==> src/sv/matrix_2x2_unit_assert.svh <==
// Assertion shorthands for the matrix unit RTL; only the queue uses them.
// Each macro expects clk and rst_n in scope.
`ifndef MATRIX_2X2_UNIT_ASSERT_SVH
`define MATRIX_2X2_UNIT_ASSERT_SVH

// Condition must hold at every clock edge out of reset.
`define M2U_ASSERT_ALWAYS(label, expr, msg) \
    label: assert property (@(posedge clk) disable iff (!rst_n) (expr)) else $error(msg);

// Consequent must hold in the cycle after the antecedent.
`define M2U_ASSERT_NEXT(label, ante, cons, msg) \
    label: assert property (@(posedge clk) disable iff (!rst_n) (ante) |=> (cons)) \
        else $error(msg);

`endif

==> src/sv/m2u_pkg.sv <==
package m2u_pkg;

    localparam int DATA_W = 32;

    // Opcodes as seen on the cmd port
    localparam logic [2:0] CMD_DET   = 3'd0;
    localparam logic [2:0] CMD_PAIR  = 3'd1;
    localparam logic [2:0] CMD_TRANS = 3'd2;
    localparam logic [2:0] CMD_INV   = 3'd3;
    localparam logic [2:0] CMD_MV    = 3'd4;
    localparam logic [2:0] CMD_MM    = 3'd5;

    typedef enum logic [2:0] {
        OP_DET,
        OP_PAIR,
        OP_TRANS,
        OP_INV,
        OP_MV,
        OP_MM,
        OP_NONE
    } op_t;

    typedef logic signed [DATA_W-1:0] word_t;

    localparam word_t WORD_MAX = {1'b0, {(DATA_W-1){1'b1}}};
    localparam word_t WORD_MIN = {1'b1, {(DATA_W-1){1'b0}}};

    typedef struct packed {
        op_t   op;
        word_t a;
        word_t b;
        word_t c;
        word_t d;
        word_t e;
        word_t f;
        word_t g;
        word_t h;
    } item_t;

    typedef struct packed {
        logic full;
        logic empty;
    } q_status_t;

    localparam int QDEPTH = 2;
    localparam int PTR_W  = $clog2(QDEPTH);
    localparam int CNT_W  = $clog2(QDEPTH + 1);

endpackage

==> src/sv/m2u_front.sv <==
module m2u_front (
    input  logic               clk,
    input  logic               rst_n,
    input  logic               item_valid,
    output logic               item_stall,
    input  logic [2:0]         cmd,
    input  m2u_pkg::word_t     m_a,
    input  m2u_pkg::word_t     m_b,
    input  m2u_pkg::word_t     m_c,
    input  m2u_pkg::word_t     m_d,
    input  m2u_pkg::word_t     second_a,
    input  m2u_pkg::word_t     second_b,
    input  m2u_pkg::word_t     second_c,
    input  m2u_pkg::word_t     second_d,
    output logic               push,
    output m2u_pkg::item_t     push_item,
    input  m2u_pkg::q_status_t q_status
);
    import m2u_pkg::*;

    logic  front_valid_reg, front_valid_next;
    item_t front_item_reg;
    logic  load;
    op_t   op_dec;

    always_comb
    begin
        unique case (cmd)
            CMD_DET:   op_dec = OP_DET;
            CMD_PAIR:  op_dec = OP_PAIR;
            CMD_TRANS: op_dec = OP_TRANS;
            CMD_INV:   op_dec = OP_INV;
            CMD_MV:    op_dec = OP_MV;
            CMD_MM:    op_dec = OP_MM;
            default:   op_dec = OP_NONE;
        endcase
    end

    assign item_stall       = front_valid_reg && q_status.full;
    assign push             = front_valid_reg && !q_status.full;
    assign load             = item_valid && !item_stall;
    assign front_valid_next = load || (front_valid_reg && !push);

    always_ff @(posedge clk or negedge rst_n)
    begin
        if (!rst_n)
        begin
            front_valid_reg <= 1'b0;
        end
        else
        begin
            front_valid_reg <= front_valid_next;
        end
    end

    always_ff @(posedge clk)
    begin
        if (load)
        begin
            front_item_reg <= '{op: op_dec, a: m_a, b: m_b, c: m_c, d: m_d,
                                e: second_a, f: second_b, g: second_c, h: second_d};
        end
    end

    assign push_item = front_item_reg;

endmodule

==> config.mk <==
export PLATFORM = sky130hd
export DESIGN_NAME = m2u_front
export DESIGN_NICKNAME = d
export VERILOG_FILES = /design/src/sv/matrix_2x2_unit_assert.svh /design/src/sv/m2u_pkg.sv /design/src/sv/m2u_front.sv
export SDC_FILE = /design/constraint.sdc
export NUM_CORES = 1
export LEC_CHECK = 0
export CORE_AREA = 2 2 203 205
export CTS_CLUSTER_DIAMETER = 200
export DETAILED_ROUTE_END_ITERATION = 6
export DIE_AREA = 0 0 205 207
export DONT_BUFFER_PORTS = 1
export GPL_TIMING_DRIVEN = 0
export SYNTH_ARGS = -nofsm -noshare
export SYNTH_HDL_FRONTEND = slang
export SYNTH_SLANG_ARGS = --single-unit
==> constraint.sdc <==
create_clock -name clk -period 17.4 [get_ports clk]
set_clock_uncertainty 0.1 [all_clocks]
set_input_delay 3.48 -clock clk [delete_from_list [all_inputs] [get_ports clk]]
set_output_delay 3.48 -clock clk [all_outputs]
set_load 0.02 [all_outputs]
==> impl_results.md <==
- Status: completed
- Worst relative slew slack: between 40% and 50%
- RR Endpoint: push_item[142]$_DFFE_PP_
- Iteration-0 DRC Markers: around 320
- Max Slew Vio Count: 0
- Seq cells post-synth: between 200 and 300
- DRT antenna net count: 0
- Drc violations: 0
- Crit-path max FO: 4
- Root buf cell: clkbuf_16
- Crit path DAT: roughly 3800 ps
- Max cap viols: 0
- Gr usage total: 9.19%
- Vias in the first global route: between 3000 and 4000
- Fin Setup TNS: 0 ps
- Crit Reg-Reg Startpoint: front_valid_reg$_DFF_PN0_
- Count of warnings emitted by yosys: 0
- Setup crit end kind: primary output
- Crit path cell chain: nor2b_1
- Period utilization: about 42%
- CTS tree: built
- Post-CTS Repair Setup Buffers: 0
- Power per Cell Area: 149 nW/um^2
- Crit path largest cell delay: 320 ps
- Worst EP required: between 10000 and 15000 ps
- Clock sink count: 260
- Post-DP HPWL: between 15 and 20 mm
- Final GP Congestion: between 0.8 and 0.9
- Unrepaired setup endpoints after global routing: no
- Cell area after synthesis: around 7800 um^2
- Fin. Hold Viols: 0
- Initial Util: between 10% and 20%
- # fillers: just over 4000
- FMAX: 136 MHz
- Worst-margin pin slew: about 760 ps
- First-pass GRT wire length: about 27 mm
- Worst skew pair latency: 530 ps
- Synth area leaders: edfxtp_1, dfrtp_1, a21boi_1
- Initial antenna violation count: 7
- Synthesized area per cell: slightly below 30 um^2
- Drt total wl: around 21 mm
- Overflow after GRT: 0
- DR vias: just over 3000
- CTS Hold Bufs: 0
- I/O pin count: 525
- Worst Setup SP: q_status[1]
- Gate Count Post-Synth: 267
- WS Path Type: in2out
- Rows: 74
- Final setup vio count: 0
- Reg-to-reg setup timing slack: 15130 ps
- Family with the most delay on the worst path: simple AND/OR/NAND/NOR gates
- Lkg Pwr: slightly above 0.003 uW
- Worst Reg-to-Reg Cells: 4
- Hold slack: roughly 500 ps
- Syn_nets: around 530
- WP depth: 1
- Post-synth top area share: 99.1%
- CTS resizes: 0
- CTS clk-pin slew, worst paths: approximately 60 ps
- Yosys cell types: 7
- Seq/Total Area, Yosys: just under 100%
- Final #Nets: between 500 and 600
- Die Width: 205 um
- Final critical-path required period: 7380 ps
- Hold Path Class: reg2reg
- DIE HEIGHT: about 210 um
- WL/cell: ~24 um
- Maximum VDD drop: approximately 0.066 mV
- Core area: 40400 um^2
- Register area: 7800 um^2
- Port Buf Inserts: 0
- Largest net degree at the start of global routing: 38
- WP buf/inv: 0
- Drt via density: approximately 3.5
- Synth area leader: edfxtp_1
- H-tree levels: 1
- Layout cell share with drive strength beyond 1: 17.7%
- Worst path slowest cell: nor2b_1
- Die area: around 42000 um^2
- Pre-antenna DRT Iters: 6
- Max clock buf depth: 3
- Multi-input gate area: ~46 um^2
- CP Launch Type: input port
- Max reg flops: between 200 and 300
- CTS buffer count: 28
- Area grow syn2layout: 23.4%
- Setup crit end: push
## power by group
part	internal (uW)	switching, uW
Combinational	5.79	16.4
Clock	370	252
Sequential	734	59.5
## synthesized netlist by cell type
| cell | number |
|---|---|
| and2_1 | 1 |
| nor2b_1 | 1 |
| dfrtp_1 | 1 |
| a21boi_1 | 2 |
| edfxtp_1 | 259 |
| a21o_1 | 1 |
| clkbuf_1 | 2 |
## through the flow
stage	area [um^2]	total power, uW	util, %	worst slack [ps]	instances
global route	9680	1490	24.0	10020	859
detailed placement	8690	830	21.5	10020	807
global placement	8510	845	21.1	-2410	799
CTS	9680	1470	24.0	10020	859
finish	9680	1440	24.0	10020	861
floorplan	7850	826	-	752	267
## area by class of cell
type                            instances  area share (%)
Antenna cell                            2          0.0517
Buffer                                  2          0.0775
Clock buffer                           31            7.57
Clock inverter                         21            2.61
Multi-Input combinational cell          5           0.478
Sequential cell                       260            80.6
Tap cell                              532            6.88
Timing Repair Buffer                    8            1.73
## cell families after synthesis
group | synth area share (%)
and+or+nand+nor | 0.160
AOI/OAI and AO/OA | 0.287
buffers and inverters | 0.0957
DFF | 99.5
## layer usage
layer	track usage, %	part of all wire, %
met2	14.7	48
met1	10.1	36
met4	4.27	3.3
met5	0	0.33
met3	4.70	13
## cells in the final DEF (no fill, tap or decap), drive strengths merged
cell	Yosys	layout
edfxtp	259	259
clkbuf	2	33
clkinv	0	10
buf	0	8
inv	0	6
bufinv	0	4
diode	0	2
a21boi	2	2
and2	1	1
nor2b	1	1
a21o	1	1
clkinvlp	0	1
dfrtp	1	1
## how the worst min path moves through the flow
stage | startpoint | endpoint | slack, ps | cells past startpoint
global route | front_valid_reg$_DFF_PN0_ | front_valid_reg$_DFF_PN0_ | 530 | 1
global placement | front_valid_reg$_DFF_PN0_ | front_valid_reg$_DFF_PN0_ | 400 | 1
CTS | front_valid_reg$_DFF_PN0_ | front_valid_reg$_DFF_PN0_ | 510 | 1
floorplan | front_valid_reg$_DFF_PN0_ | front_valid_reg$_DFF_PN0_ | 380 | 1
detailed placement | front_valid_reg$_DFF_PN0_ | front_valid_reg$_DFF_PN0_ | 500 | 1
finish | front_valid_reg$_DFF_PN0_ | front_valid_reg$_DFF_PN0_ | 500 | 1
Note: power is estimated with default switching activity, not from simulation.
