## src/sv/matrix_2x2_unit_assert.svh

```systemverilog
// Assertion shorthands for the matrix unit RTL; only the queue uses them.
// Each macro expects clk and rst_n in scope.
`ifndef MATRIX_2X2_UNIT_ASSERT_SVH
`define MATRIX_2X2_UNIT_ASSERT_SVH

// Condition must hold at every clock edge out of reset.
`define M2U_ASSERT_ALWAYS(label, expr, msg) \
    label: assert property (@(posedge clk) disable iff (!rst_n) (expr)) else $error(msg);

// Consequent must hold in the cycle after the antecedent.
`define M2U_ASSERT_NEXT(label, ante, cons, msg) \
    label: assert property (@(posedge clk) disable iff (!rst_n) (ante) |=> (cons)) \
        else $error(msg);

`endif

```

## src/sv/m2u_pkg.sv

```systemverilog
package m2u_pkg;

    localparam int DATA_W = 32;

    // Opcodes as seen on the cmd port
    localparam logic [2:0] CMD_DET   = 3'd0;
    localparam logic [2:0] CMD_PAIR  = 3'd1;
    localparam logic [2:0] CMD_TRANS = 3'd2;
    localparam logic [2:0] CMD_INV   = 3'd3;
    localparam logic [2:0] CMD_MV    = 3'd4;
    localparam logic [2:0] CMD_MM    = 3'd5;

    typedef enum logic [2:0] {
        OP_DET,
        OP_PAIR,
        OP_TRANS,
        OP_INV,
        OP_MV,
        OP_MM,
        OP_NONE
    } op_t;

    typedef logic signed [DATA_W-1:0] word_t;

    localparam word_t WORD_MAX = {1'b0, {(DATA_W-1){1'b1}}};
    localparam word_t WORD_MIN = {1'b1, {(DATA_W-1){1'b0}}};

    typedef struct packed {
        op_t   op;
        word_t a;
        word_t b;
        word_t c;
        word_t d;
        word_t e;
        word_t f;
        word_t g;
        word_t h;
    } item_t;

    typedef struct packed {
        logic full;
        logic empty;
    } q_status_t;

    localparam int QDEPTH = 2;
    localparam int PTR_W  = $clog2(QDEPTH);
    localparam int CNT_W  = $clog2(QDEPTH + 1);

endpackage

```

## src/sv/m2u_fifo.sv

```systemverilog
`include "matrix_2x2_unit_assert.svh"

module m2u_fifo (
    input  logic              clk,
    input  logic              rst_n,
    input  logic              push,
    input  m2u_pkg::item_t    push_item,
    input  logic              pop,
    output m2u_pkg::item_t    head,
    output m2u_pkg::q_status_t q_status
);
    import m2u_pkg::*;

    item_t            mem_reg [QDEPTH];
    logic [PTR_W-1:0] wr_ptr_reg, wr_ptr_next;
    logic [PTR_W-1:0] rd_ptr_reg, rd_ptr_next;
    logic [CNT_W-1:0] count_reg, count_next;

    always_comb
    begin
        wr_ptr_next = wr_ptr_reg;
        rd_ptr_next = rd_ptr_reg;
        count_next  = count_reg;
        if (push)
        begin
            wr_ptr_next = (wr_ptr_reg == PTR_W'(QDEPTH - 1)) ? '0 : wr_ptr_reg + 1'b1;
        end
        if (pop)
        begin
            rd_ptr_next = (rd_ptr_reg == PTR_W'(QDEPTH - 1)) ? '0 : rd_ptr_reg + 1'b1;
        end
        if (push && !pop)
        begin
            count_next = count_reg + 1'b1;
        end
        else if (pop && !push)
        begin
            count_next = count_reg - 1'b1;
        end
    end

    always_ff @(posedge clk or negedge rst_n)
    begin
        if (!rst_n)
        begin
            wr_ptr_reg <= '0;
            rd_ptr_reg <= '0;
            count_reg  <= '0;
        end
        else
        begin
            wr_ptr_reg <= wr_ptr_next;
            rd_ptr_reg <= rd_ptr_next;
            count_reg  <= count_next;
        end
    end

    always_ff @(posedge clk)
    begin
        if (push)
        begin
            mem_reg[wr_ptr_reg] <= push_item;
        end
    end

    assign head           = mem_reg[rd_ptr_reg];
    assign q_status.full  = (count_reg == CNT_W'(QDEPTH));
    assign q_status.empty = (count_reg == '0);

    `M2U_ASSERT_ALWAYS(a_no_overrun, !(push && count_reg == CNT_W'(QDEPTH)), "push into full queue")
    `M2U_ASSERT_ALWAYS(a_no_underrun, !(pop && count_reg == '0), "pop from empty queue")
    `M2U_ASSERT_NEXT(a_fill_track, push && !pop, count_reg == $past(count_reg) + 1'b1, "count lost a beat")

endmodule

```

## config.mk

```make
export PLATFORM = sky130hd
export DESIGN_NAME = m2u_fifo
export DESIGN_NICKNAME = d
export VERILOG_FILES = /design/src/sv/m2u_pkg.sv /design/src/sv/m2u_fifo.sv
export VERILOG_INCLUDE_DIRS = /design/src /design/src/sv
export SDC_FILE = /design/constraint.sdc
export NUM_CORES = 1
export LEC_CHECK = 0
export ABC_CLOCK_PERIOD_IN_PS = 37400
export BUFFER_PORTS_ARGS = -buffer_cell sky130_fd_sc_hd__buf_2
export CORE_MARGIN = 2
export CORE_UTILIZATION = 45
export DETAILED_ROUTE_END_ITERATION = 16
export GPL_TIMING_DRIVEN = 0
export PLACE_DENSITY = 0.77
export SLEW_MARGIN = 30
export SYNTH_ARGS = -nofsm -noshare
export SYNTH_HDL_FRONTEND = slang
export SYNTH_SLANG_ARGS = --single-unit
```

## constraint.sdc

```tcl
create_clock -name clk -period 37.4 [get_ports clk]
set_input_delay 3.74 -clock clk [delete_from_list [all_inputs] [get_ports clk]]
set_output_delay 3.74 -clock clk [all_outputs]
set_load 0.02 [all_outputs]
```

==> metrics.log, run 1 <==
[metrics] clock tree from TritonCTS: built
[metrics] vias after detailed routing: roughly 10000
[metrics] number of nets with antenna violations after routing: 0
[metrics] Critical Path RT: 33660 ps
[metrics] RD Place Congestion: 0.7677
[metrics] clock buffers created by TritonCTS: 53
[metrics] global-route wire length before repair: approximately 60000 um
[metrics] Post-Syn Area: 19700 um^2
[metrics] worst hold slack: 498.5 ps
[metrics] class of the tightest hold or removal check: flip-flop to flip-flop
[metrics] final worst path period share: ~16%
[metrics] hold bufs inserted after CTS: 0
[metrics] power density relative to cell area: 80.99 nW/um^2
[metrics] worst-case reg-to-reg path depth: 6
[metrics] Post-Route Setup TNS: 0 ps
[metrics] register-to-register path setup slack: 35100 ps
[metrics] final routed wirelength across all metal layers: 43880 um
[metrics] ranking of synthesized cells by instance count: 518 x edfxtp_1, 200 x mux2_4, 59 x mux2_2
[metrics] standard-cell rows: between 70 and 80
[metrics] Final min period: between 5000 and 6000 ps
[metrics] timing-limited maximum frequency: roughly 170 MHz
[metrics] Max Transition Viols Final: 0
[metrics] area of all sequential standard cells: 15660 um^2
[metrics] Final Hold Violating Endpoints: 0
[metrics] number of flops mapped to enable cells by yosys: 518
[metrics] CTS root buffer: clkbuf_16
[metrics] IO Pins: around 520
[metrics] Core Footprint: 43170 um^2
[metrics] Initial Utilization: a little under half
[metrics] Clk Latency, worst-skew pair: between 500 and 600 ps
[metrics] maximum level of the CTS H-tree: 2
[metrics] number of DRC violations after detailed-routing iteration 0: between 400 and 500
[metrics] number of buffers on the longest clock path: 3
[metrics] DIE WIDTH: about 210 um
[metrics] number of sinks driven by the clock tree: between 500 and 600
[metrics] cell count after synthesis: 822
[metrics] WP data arrival: ~2100 ps
[metrics] RSZ-0062 raised after global routing: false
[metrics] worst-case setup margin in the final layout: between 30000 and 40000 ps
[metrics] main flop type after synthesis: edfxtp_1
[metrics] Synth Area per Inst: 23.96 um^2
[metrics] post-synthesis cell type count: 13
[metrics] number of fill cells in the layout: around 3200
[metrics] DIE HEIGHT: about 210 um
[metrics] element type at the critical path start: flip-flop
[metrics] ranking of synthesized cells by area: edfxtp_1 79%, mux2_4 15%, mux2_2 3.4%, buf_6 1.3%, dfrtp_1 0.51%
[metrics] Syn. warnings: 0
[metrics] Final HPWL DP: about 32000 um
[metrics] clk_skew: roughly 24 ps
[metrics] share of the synthesized area in the top cell type: 78.97%
[metrics] remaining global-route overflow: 0
[metrics] number of input and output port buffers inserted: 523
[metrics] transition time of the tightest slew-check pin: around 650 ps
[metrics] worst setup path end: head[132]
[metrics] fin nets: between 1500 and 2000
[metrics] PostCTS Resize Cnt: 0
[metrics] leakage dissipation: 10.08 nW
[metrics] signed area change from the synthesized netlist to the final layout: 28.06%
[metrics] vias in the first global route: around 11000
[metrics] routed wirelength normalized by instance count: 21.30 um
[metrics] clock slew seen by the registers of the worst setup and hold paths: 60 ps
[metrics] destination of the worst register-to-register timing path: mem_reg[0][226]
[metrics] worst relative slew slack: roughly 57%
[metrics] Crit Path Category: flip-flop to primary output
[metrics] dominant cell type by area after synthesis: edfxtp_1
[metrics] Multi-input gate area: about 3800 um^2
[metrics] post-CTS setup-driven buffer insertion count: 0
[metrics] status: finished clean
[metrics] most frequently used cell type in the post-synthesis netlist: edfxtp_1
[metrics] share of post-route cells with drive strength above 1: approximately three fifths
[metrics] final setup fails: 0
[metrics] critical path capture point type: primary output
[metrics] number of nets produced by synthesis: around 1100
[metrics] post-placement worst setup slack: 31620 ps
[metrics] number of antenna violations at the first check in global routing: 20
[metrics] # DRC: 0
[metrics] sequential cell area fraction in the yosys report: 79.48%
[metrics] Layout Utilization: around three fifths
[metrics] DR pass1 iterations: 4
[metrics] largest net degree at the start of global routing: between 40 and 50
[metrics] total of flip-flops plus latches after synthesis: between 500 and 600
[metrics] start point of the critical path: rd_ptr_reg
[metrics] Max-cap violations: 0
[metrics] number of flip-flops in the largest register: just over 500
[metrics] Worst Path Max Fanout: 10
[metrics] post-DR vias/cell: 4.861
[metrics] share of flip-flops with an asynchronous set or reset after synthesis: less than 1%
[metrics] maximum resistive drop on vdd: around 0.05 mV
[metrics] DIE AREA: between 40000 and 50000 um^2
[metrics] global-route usage over all layers: a little under a fifth
[metrics] worst reg2reg path startpoint: wr_ptr_reg
worst min path at each step:
stage / start / end / cells after the start
6_report: count_reg[1] / count_reg[1] / 1
5_1_grt: count_reg[1] / count_reg[1] / 1
4_1_cts: count_reg[1] / count_reg[1] / 1
3_5_place_dp: count_reg[1] / count_reg[1] / 1
3_3_place_gp: wr_ptr_reg / wr_ptr_reg / 1
2_1_floorplan: wr_ptr_reg / wr_ptr_reg / 1
stage by stage:
| stage | std cells | power [mW] | cell area (um^2) |
|---|---|---|---|
| after detailed placement | 1951 | 1.568 | 23570 |
| after floorplan | 822 | 1.354 | 19700 |
| after global routing | 2055 | 2.126 | 25210 |
| after global placement | 1930 | 1.589 | 23050 |
| after CTS | 2047 | 2.067 | 25190 |
| final | 2060 | 2.043 | 25230 |
critical path, stage by stage (launching register included):
cell and delay (ps):
dfrtp_1 340, buf_6 140, buf_6 250, buf_6 250
mux2_4 360, buf_2 170
metal layers:
| metal | wire length (um) | global-route usage (%) | vias to the layer above |
|---|---|---|---|
| li1 | - | - | 4506 |
| met1 | 15410 | 19.76 | 4945 |
| met2 | 22270 | 31.88 | 432 |
| met3 | 4352 | 7.089 | 114 |
| met4 | 1732 | 8.812 | 16 |
| met5 | 113 | 0 | - |
layout by cell type (no fill, tap or decap), types with 2 or more instances in the layout:
| master | synthesis | final |
|---|---|---|
| buf_12 | 0 | 6 |
| buf_16 | 0 | 13 |
| buf_2 | 6 | 529 |
| buf_6 | 23 | 23 |
| buf_8 | 0 | 2 |
| bufinv_16 | 0 | 3 |
| clkbuf_1 | 0 | 12 |
| clkbuf_16 | 0 | 54 |
| clkinv_1 | 0 | 12 |
| clkinv_2 | 0 | 11 |
| dfrtp_1 | 4 | 4 |
| diode_2 | 0 | 13 |
| edfxtp_1 | 518 | 518 |
| inv_6 | 0 | 2 |
| mux2_2 | 59 | 59 |
| mux2_4 | 200 | 200 |
| nor2_1 | 2 | 2 |
| xor2_1 | 4 | 4 |
layout make-up:
cell class	instances	share of cell area, %
clock inverters	30	0.9176
repair buffers	544	12.39
well taps	585	2.902
multi-input cells	270	14.91
clock buffers	66	5.535
plain buffers	29	1.146
diodes	13	0.1290
flip-flops and latches	522	62.06
inverters	1	0.01488
power breakdown:
part           internal (mW)  leakage [nW]  total, mW  switching [mW]
logic                  0.327          4.37      0.746           0.418
clock network          0.285         0.800      0.495           0.211
registers              0.774          4.91      0.802          0.0276
total                   1.39          10.1       2.04           0.657
kinds of logic (layout without fill, tap and decap cells):
| kind of cell | count (synthesis) | count (layout) | share of synthesized area [%] |
|---|---|---|---|
| flip-flops | 522 | 522 | 79.48 |
| multiplexers | 259 | 259 | 18.62 |
| buffers and inverters | 30 | 670 | 1.486 |
| XOR/XNOR | 5 | 5 | 0.2223 |
| AND/OR/NAND/NOR | 5 | 5 | 0.1334 |
| adder cells (fa/ha/maj) | 1 | 1 | 0.06351 |
| other | 0 | 13 | 0 |
No activity file was read; power rests on OpenSTA's default activity.
==> run 2, diff against run 1 <==
--- a/config.mk
+++ b/config.mk
@@ -6,7 +6,7 @@
 export SDC_FILE = /design/constraint.sdc
 export NUM_CORES = 1
 export LEC_CHECK = 0
-export ABC_CLOCK_PERIOD_IN_PS = 37400
+export ABC_CLOCK_PERIOD_IN_PS = 5710
 export BUFFER_PORTS_ARGS = -buffer_cell sky130_fd_sc_hd__buf_2
 export CORE_MARGIN = 2
 export CORE_UTILIZATION = 45
==> constraint.sdc (replaced) <==
create_clock -name clk -period 5.71 [get_ports clk]
set_input_delay 0.571 -clock clk [delete_from_list [all_inputs] [get_ports clk]]
set_output_delay 0.571 -clock clk [all_outputs]
set_load 0.02 [all_outputs]
==> run 2 against run 1 <==
Via count about the same. Flip-flop and latch count unchanged. Power increased to 6.6 times the previous value. Critical path type unchanged. Combinational power increased to 6.5 times the previous value. Register-to-register slack got worse by 32000 ps. Global-route usage decreased by 0.86 points. Critical path depth unchanged. Cell count about the same. Die area unchanged.
==> metrics.log, run 2 (same netlist as run 1, synthesis figures left out) <==
[metrics] status: finished clean
[metrics] clock network fraction of total power: around a quarter
[metrics] worst reg2reg path startpoint: wr_ptr_reg
[metrics] timing-limited maximum frequency: approximately 380 MHz
[metrics] Slowest cell on crit path: mux2_4
[metrics] standard-cell rows: 76
[metrics] maximum level of the CTS H-tree: 2
[metrics] post-placement worst setup slack: about 3200 ps
[metrics] Final min period: approximately 2700 ps
[metrics] global-route usage over all layers: between 10% and 20%
[metrics] # DRC: 0
[metrics] number of sinks driven by the clock tree: between 500 and 600
[metrics] Post-Route Setup TNS: 0 ps
[metrics] Reg power frac: roughly two fifths
[metrics] worst hold slack: around 170 ps
[metrics] clock tree from TritonCTS: built
[metrics] number of input and output port buffers inserted: roughly 520
[metrics] instance area at placement: around 24000 um^2
[metrics] Critical Path RT: just over 5000 ps
[metrics] Core Footprint: around 43000 um^2
[metrics] post-DR vias/cell: just under 5
[metrics] Internal: between 9 and 10 mW
[metrics] largest net degree at the start of global routing: 48
[metrics] clk_skew: 16.83 ps
[metrics] routed length on met1: 14910 um
[metrics] worst relative slew slack: between 60 and 70%
[metrics] top routing layer used: met5
[metrics] Crit Path Category: flip-flop to primary output
[metrics] transition time of the tightest slew-check pin: 523.2 ps
[metrics] clock buffers created by TritonCTS: 52
[metrics] most common library cell in the layout ignoring fill and taps: buf_2
[metrics] routed length on met3: between 3000 and 4000 um
[metrics] vias in the first global route: between 10000 and 15000
[metrics] Max Transition Viols Final: 0
[metrics] peak per-stage delay on the critical path: between 300 and 400 ps
[metrics] Clk Latency, worst-skew pair: ~580 ps
[metrics] worst-case reg-to-reg path depth: 5
[metrics] worst hold path startpoint: push_item[27]
[metrics] final routed wirelength across all metal layers: 42170 um
[metrics] critical path capture point type: primary output
[metrics] cells along the critical path: buf_6 -> buf_6 -> buf_6 -> mux2_4 -> buf_2
[metrics] net switching share of the total power: between 30% and 40%
[metrics] clock slew seen by the registers of the worst setup and hold paths: roughly 60 ps
[metrics] Final HPWL DP: just over 30000 um
[metrics] cell repeated most along the worst path: buf_6
[metrics] RD Place Congestion: roughly 0.74
[metrics] RSZ-0062 raised after global routing: false
[metrics] Comb pwr share: 36.0%
[metrics] net switching power: 4.260 mW
[metrics] worst-case setup margin in the final layout: about 3000 ps
[metrics] worst hold path depth: 1
[metrics] leakage dissipation: a little over 10 nW
[metrics] routed wirelength normalized by instance count: slightly above 20 um
[metrics] number of nets with antenna violations after routing: 0
[metrics] WP data arrival: ~2100 ps
[metrics] element type at the critical path start: flip-flop
[metrics] final setup fails: 0
[metrics] sum of met2 wire segment lengths after detailed routing: 21870 um
[metrics] Initial Utilization: about 46%
[metrics] final worst path period share: between 40% and 50%
[metrics] maximum resistive drop on vdd: 0.3235 mV
[metrics] share of post-route cells with drive strength above 1: slightly above 60%
[metrics] class of the tightest hold or removal check: primary input to flip-flop
[metrics] DIE AREA: ~45000 um^2
[metrics] Worst Path Max Fanout: 10
[metrics] DR pass1 iterations: 5
[metrics] DIE HEIGHT: around 210 um
[metrics] vias after detailed routing: 10010
[metrics] Final Hold Violating Endpoints: 0
[metrics] signed area change from the synthesized netlist to the final layout: 28.57%
[metrics] IO Pins: approximately 520
[metrics] Finished Cell Area: between 20000 and 30000 um^2
[metrics] fin nets: between 1500 and 2000
[metrics] number of antenna violations at the first check in global routing: 16
[metrics] destination of the worst register-to-register timing path: mem_reg[1][58]
[metrics] Max-cap violations: 0
[metrics] endpoint with the worst hold slack: mem_reg[1][27]
[metrics] number of flip-flops in the largest register: about 520
[metrics] most used cells in the layout excluding fill and tap cells: 529 x buf_2, 518 x edfxtp_1, 200 x mux2_4, 59 x mux2_2, 53 x clkbuf_16
[metrics] DIE WIDTH: between 200 and 250 um
[metrics] power density relative to cell area: between 500 and 600 nW/um^2
[metrics] register-to-register path setup slack: between 3000 and 4000 ps
[metrics] number of DRC violations after detailed-routing iteration 0: 562
[metrics] post-CTS setup-driven buffer insertion count: 0
[metrics] number of buffers on the longest clock path: 3
[metrics] remaining global-route overflow: 0
[metrics] CTS root buffer: clkbuf_16
[metrics] global-route wire length before repair: ~59000 um
run 2: what timing repair did:
action | 4_1_cts | 5_1_grt
hold buffers | 1 | 0
hold endpoints to repair | 4 | 0
resized for setup | 0 | 0
run 2: per-layer routing:
metal  global-route usage, %  vias to the layer above
li1                        -                     4508
met1                   18.54                     4964
met2                   31.15                      408
met3                   6.148                      116
met4                   8.501                       10
met5                       0                        -
run 2: final cells by class:
class / instances / area [um^2]
flip-flops and latches: 522 / 15660
inverters: 1 / 3.754
multi-input cells: 270 / 3760
fillers: 3243 / 17850
repair buffers: 545 / 3146
clock buffers: 61 / 1356
plain buffers: 29 / 289.0
clock inverters: 36 / 354.1
diodes: 12 / 30.03
well taps: 585 / 732.0
run 2: worst max path at each step:
| stage | from | depth (start not counted) | slack [ps] | end |
|---|---|---|---|---|
| 2_1_floorplan | push | 1 | 830 | mem_reg[0][0] |
| 3_3_place_gp | push | 2 | -1360 | mem_reg[0][76] |
| 3_5_place_dp | push | 6 | 3180 | mem_reg[1][57] |
| 4_1_cts | rd_ptr_reg | 5 | 2970 | head[224] |
| 5_1_grt | rd_ptr_reg | 5 | 2970 | head[224] |
| 6_report | rd_ptr_reg | 5 | 3040 | head[224] |
run 2: power by group through the flow:
stage / Sequential, mW / Combinational [mW] / Clock [mW]
2_1_floorplan: 5.38 / 3.30 / 0
3_3_place_gp: 5.46 / 4.62 / 0
3_5_place_dp: 5.33 / 4.91 / 0
4_1_cts: 5.25 / 4.94 / 3.47
5_1_grt: 5.30 / 5.12 / 3.61
6_report: 5.25 / 4.86 / 3.38
run 2: metrics by stage:
step                utilization (%)  std cells  total power [mW]
finish                        58.66       2061             13.49
floorplan                         -        822             8.675
CTS                           58.59       2049             13.66
global route                  58.65       2059             14.03
detailed placement            54.61       1951             10.24
global placement              53.41       1930             10.08
run 2: critical path: cells and delay by family, from the launching register on:
family / cells / cell delay, ps
buf+inv: 4 / 790
mux: 1 / 370
flops: 1 / 340
==> run 3, diff against run 2 <==
--- a/config.mk
+++ b/config.mk
@@ -6,7 +6,7 @@
 export SDC_FILE = /design/constraint.sdc
 export NUM_CORES = 1
 export LEC_CHECK = 0
-export ABC_CLOCK_PERIOD_IN_PS = 5710
+export ABC_CLOCK_PERIOD_IN_PS = 2700
 export BUFFER_PORTS_ARGS = -buffer_cell sky130_fd_sc_hd__buf_2
 export CORE_MARGIN = 2
 export CORE_UTILIZATION = 45
==> constraint.sdc (replaced) <==
create_clock -name clk -period 2.7 [get_ports clk]
set_input_delay 0.27 -clock clk [delete_from_list [all_inputs] [get_ports clk]]
set_output_delay 0.27 -clock clk [all_outputs]
set_load 0.02 [all_outputs]
==> run 3 against run 2 <==
Die area unchanged. Flip-flop and latch count unchanged. Core utilization rose by 6.0 points. Power is 120% higher. Hold slack improved by 240 ps. Setup slack got worse by 2700 ps. Register-to-register slack got worse by 3000 ps. Largest cell class unchanged.
==> metrics.log, run 3 (same netlist as run 1, synthesis figures left out) <==
[metrics] Final HPWL DP: ~30000 um
[metrics] clock slew seen by the registers of the worst setup and hold paths: about 70 ps
[metrics] non-filler instance count after layout: 2316
[metrics] post-DR vias/cell: 4.842
[metrics] remaining global-route overflow: 0
[metrics] # DRC: 0
[metrics] Internal: 19.78 mW
[metrics] WP data arrival: ~2100 ps
[metrics] number of input and output port buffers inserted: 523
[metrics] DIE HEIGHT: between 200 and 250 um
[metrics] DIE AREA: about 45000 um^2
[metrics] Crit Path Category: flip-flop to primary output
[metrics] RD Place Congestion: ~0.74
[metrics] signed area change from the synthesized netlist to the final layout: 41.80%
[metrics] clk_skew: approximately 10 ps
[metrics] DIE WIDTH: roughly 210 um
[metrics] class of the tightest hold or removal check: primary input to flip-flop
[metrics] Max Transition Viols Final: 0
[metrics] global-route usage over all layers: about a fifth
[metrics] net switching power: 9.380 mW
[metrics] clock network fraction of total power: about a quarter
[metrics] maximum resistive drop on vdd: 0.6085 mV
[metrics] number of antenna violations at the first check in global routing: 8
[metrics] Comb pwr share: a little under two fifths
[metrics] share of post-route cells with drive strength above 1: 52.72%
[metrics] global-route wire length before repair: 68660 um
[metrics] CTS root buffer: clkbuf_16
[metrics] register-to-register path setup slack: about 400 ps
[metrics] worst relative slew slack: between 60% and 70%
[metrics] Clk Latency, worst-skew pair: between 500 and 600 ps
[metrics] number of sinks driven by the clock tree: ~520
[metrics] number of DRC violations after detailed-routing iteration 0: between 600 and 700
[metrics] vias after detailed routing: around 11000
[metrics] worst hold slack: 413.9 ps
[metrics] routed wirelength normalized by instance count: between 20 and 25 um
[metrics] fin nets: between 1500 and 2000
[metrics] leakage dissipation: 11.23 nW
[metrics] net switching share of the total power: between 30% and 40%
[metrics] number of fill cells in the layout: 2854
[metrics] most common library cell in the layout ignoring fill and taps: buf_2
[metrics] clock tree from TritonCTS: built
[metrics] Post-Route Setup TNS: 0 ps
[metrics] most used cells in the layout excluding fill and tap cells: 529 x buf_2, 518 x edfxtp_1, 263 x dlygate4sd3_1, 200 x mux2_4, 59 x mux2_2
[metrics] vias in the first global route: 12160
[metrics] Final Hold Violating Endpoints: 0
[metrics] final setup fails: 0
[metrics] maximum level of the CTS H-tree: 2
[metrics] number of nets with antenna violations after routing: 0
[metrics] transition time of the tightest slew-check pin: roughly 520 ps
[metrics] timing-limited maximum frequency: roughly 430 MHz
[metrics] Max-cap violations: 0
[metrics] DR pass1 iterations: 6
[metrics] largest net degree at the start of global routing: 48
[metrics] status: finished clean
[metrics] Worst Path Max Fanout: 10
[metrics] power density relative to cell area: ~1000 nW/um^2
[metrics] element type at the critical path start: flip-flop
[metrics] clock buffers created by TritonCTS: between 50 and 60
[metrics] final routed wirelength across all metal layers: 48800 um
[metrics] Core Footprint: between 40000 and 50000 um^2
[metrics] IO Pins: about 520
[metrics] area of all sequential standard cells: 15660 um^2
[metrics] final worst path period share: approximately 87%
[metrics] Critical Path RT: ~2400 ps
[metrics] standard-cell rows: 76
[metrics] post-placement worst setup slack: roughly 430 ps
[metrics] Initial Utilization: roughly 46%
[metrics] number of flip-flops in the largest register: between 500 and 600
[metrics] critical path capture point type: primary output
[metrics] Final min period: 2345 ps
[metrics] Multi-input gate area: around 3800 um^2
[metrics] RSZ-0062 raised after global routing: false
[metrics] Reg power frac: a little under two fifths
[metrics] number of buffers on the longest clock path: 3
[metrics] worst-case setup margin in the final layout: about 350 ps
[metrics] DP Cell Count: 1951
-- run 3: cell types whose count changed in the layout (fill, tap and decap cells not counted) --
cell | previous run | this run
diode_2 | 12 | 5
dlygate4sd3_1 | 1 | 263
-- run 3: what timing repair did --
item                                    in CTS  in global routing
gates resized for setup                      0                  0
hold buffers                               263                  0
hold endpoints to repair                   524                  0
endpoints found under the setup margin       0                  0
buffers inserted                             0                  0
-- run 3: stage by stage --
step	util (%)	total power, mW	instance area, um^2
after detailed placement	54.61	21.66	23580
after global placement	53.41	21.32	23060
after CTS	64.67	29.21	27920
final	64.70	29.16	27930
after global routing	64.70	30.23	27930
after floorplan	-	18.35	19710
-- run 3: power groups by stage --
stage / combinational (mW) / sequential [mW] / clock, mW
finish: 10.8 / 11.2 / 7.24
floorplan: 6.97 / 11.4 / 0
global route: 11.3 / 11.3 / 7.69
detailed placement: 10.4 / 11.3 / 0
global placement: 9.77 / 11.5 / 0
CTS: 10.8 / 11.1 / 7.34
-- run 3: per-layer routing --
metal  track usage, %  up-vias  wire, um  part of all wire, %
met1            21.53     5536     17140                   35
met4            10.15        4      2084                  4.3
li1                 -     5024         -                    -
met5                0        -        27                0.055
met3            5.265      136      3565                  7.3
met2            37.22      514     25980                   53
-- run 3: final cells by class --
cell class              instances  area share (%)
diodes                          5         0.04480
plain buffers                  29           1.035
clock buffers                  61           4.856
clock inverters                36           1.268
inverters                       1         0.01344
multi-input cells             270           13.46
flip-flops and latches        522           56.05
well taps                     585           2.621
repair buffers                807           20.65
-- run 3: final timing paths --
check / depth (start not counted) / startpoint / end
min reg2reg: 1 / count_reg[1] / count_reg[1]
max: 5 / rd_ptr_reg / head[226]
min in group asynchronous: 3 / rst_n / count_reg[0]
max reg2reg: 5 / wr_ptr_reg / mem_reg[1][151]
max in group asynchronous: 3 / rst_n / count_reg[1]
min: 2 / push_item[130] / mem_reg[0][130]
-- run 3: worst max-delay path, stage by stage (launching register included) --
cell and delay (ps):
dfrtp_1 340, buf_6 140, buf_6 230, buf_6 240, mux2_4 370, buf_2 170
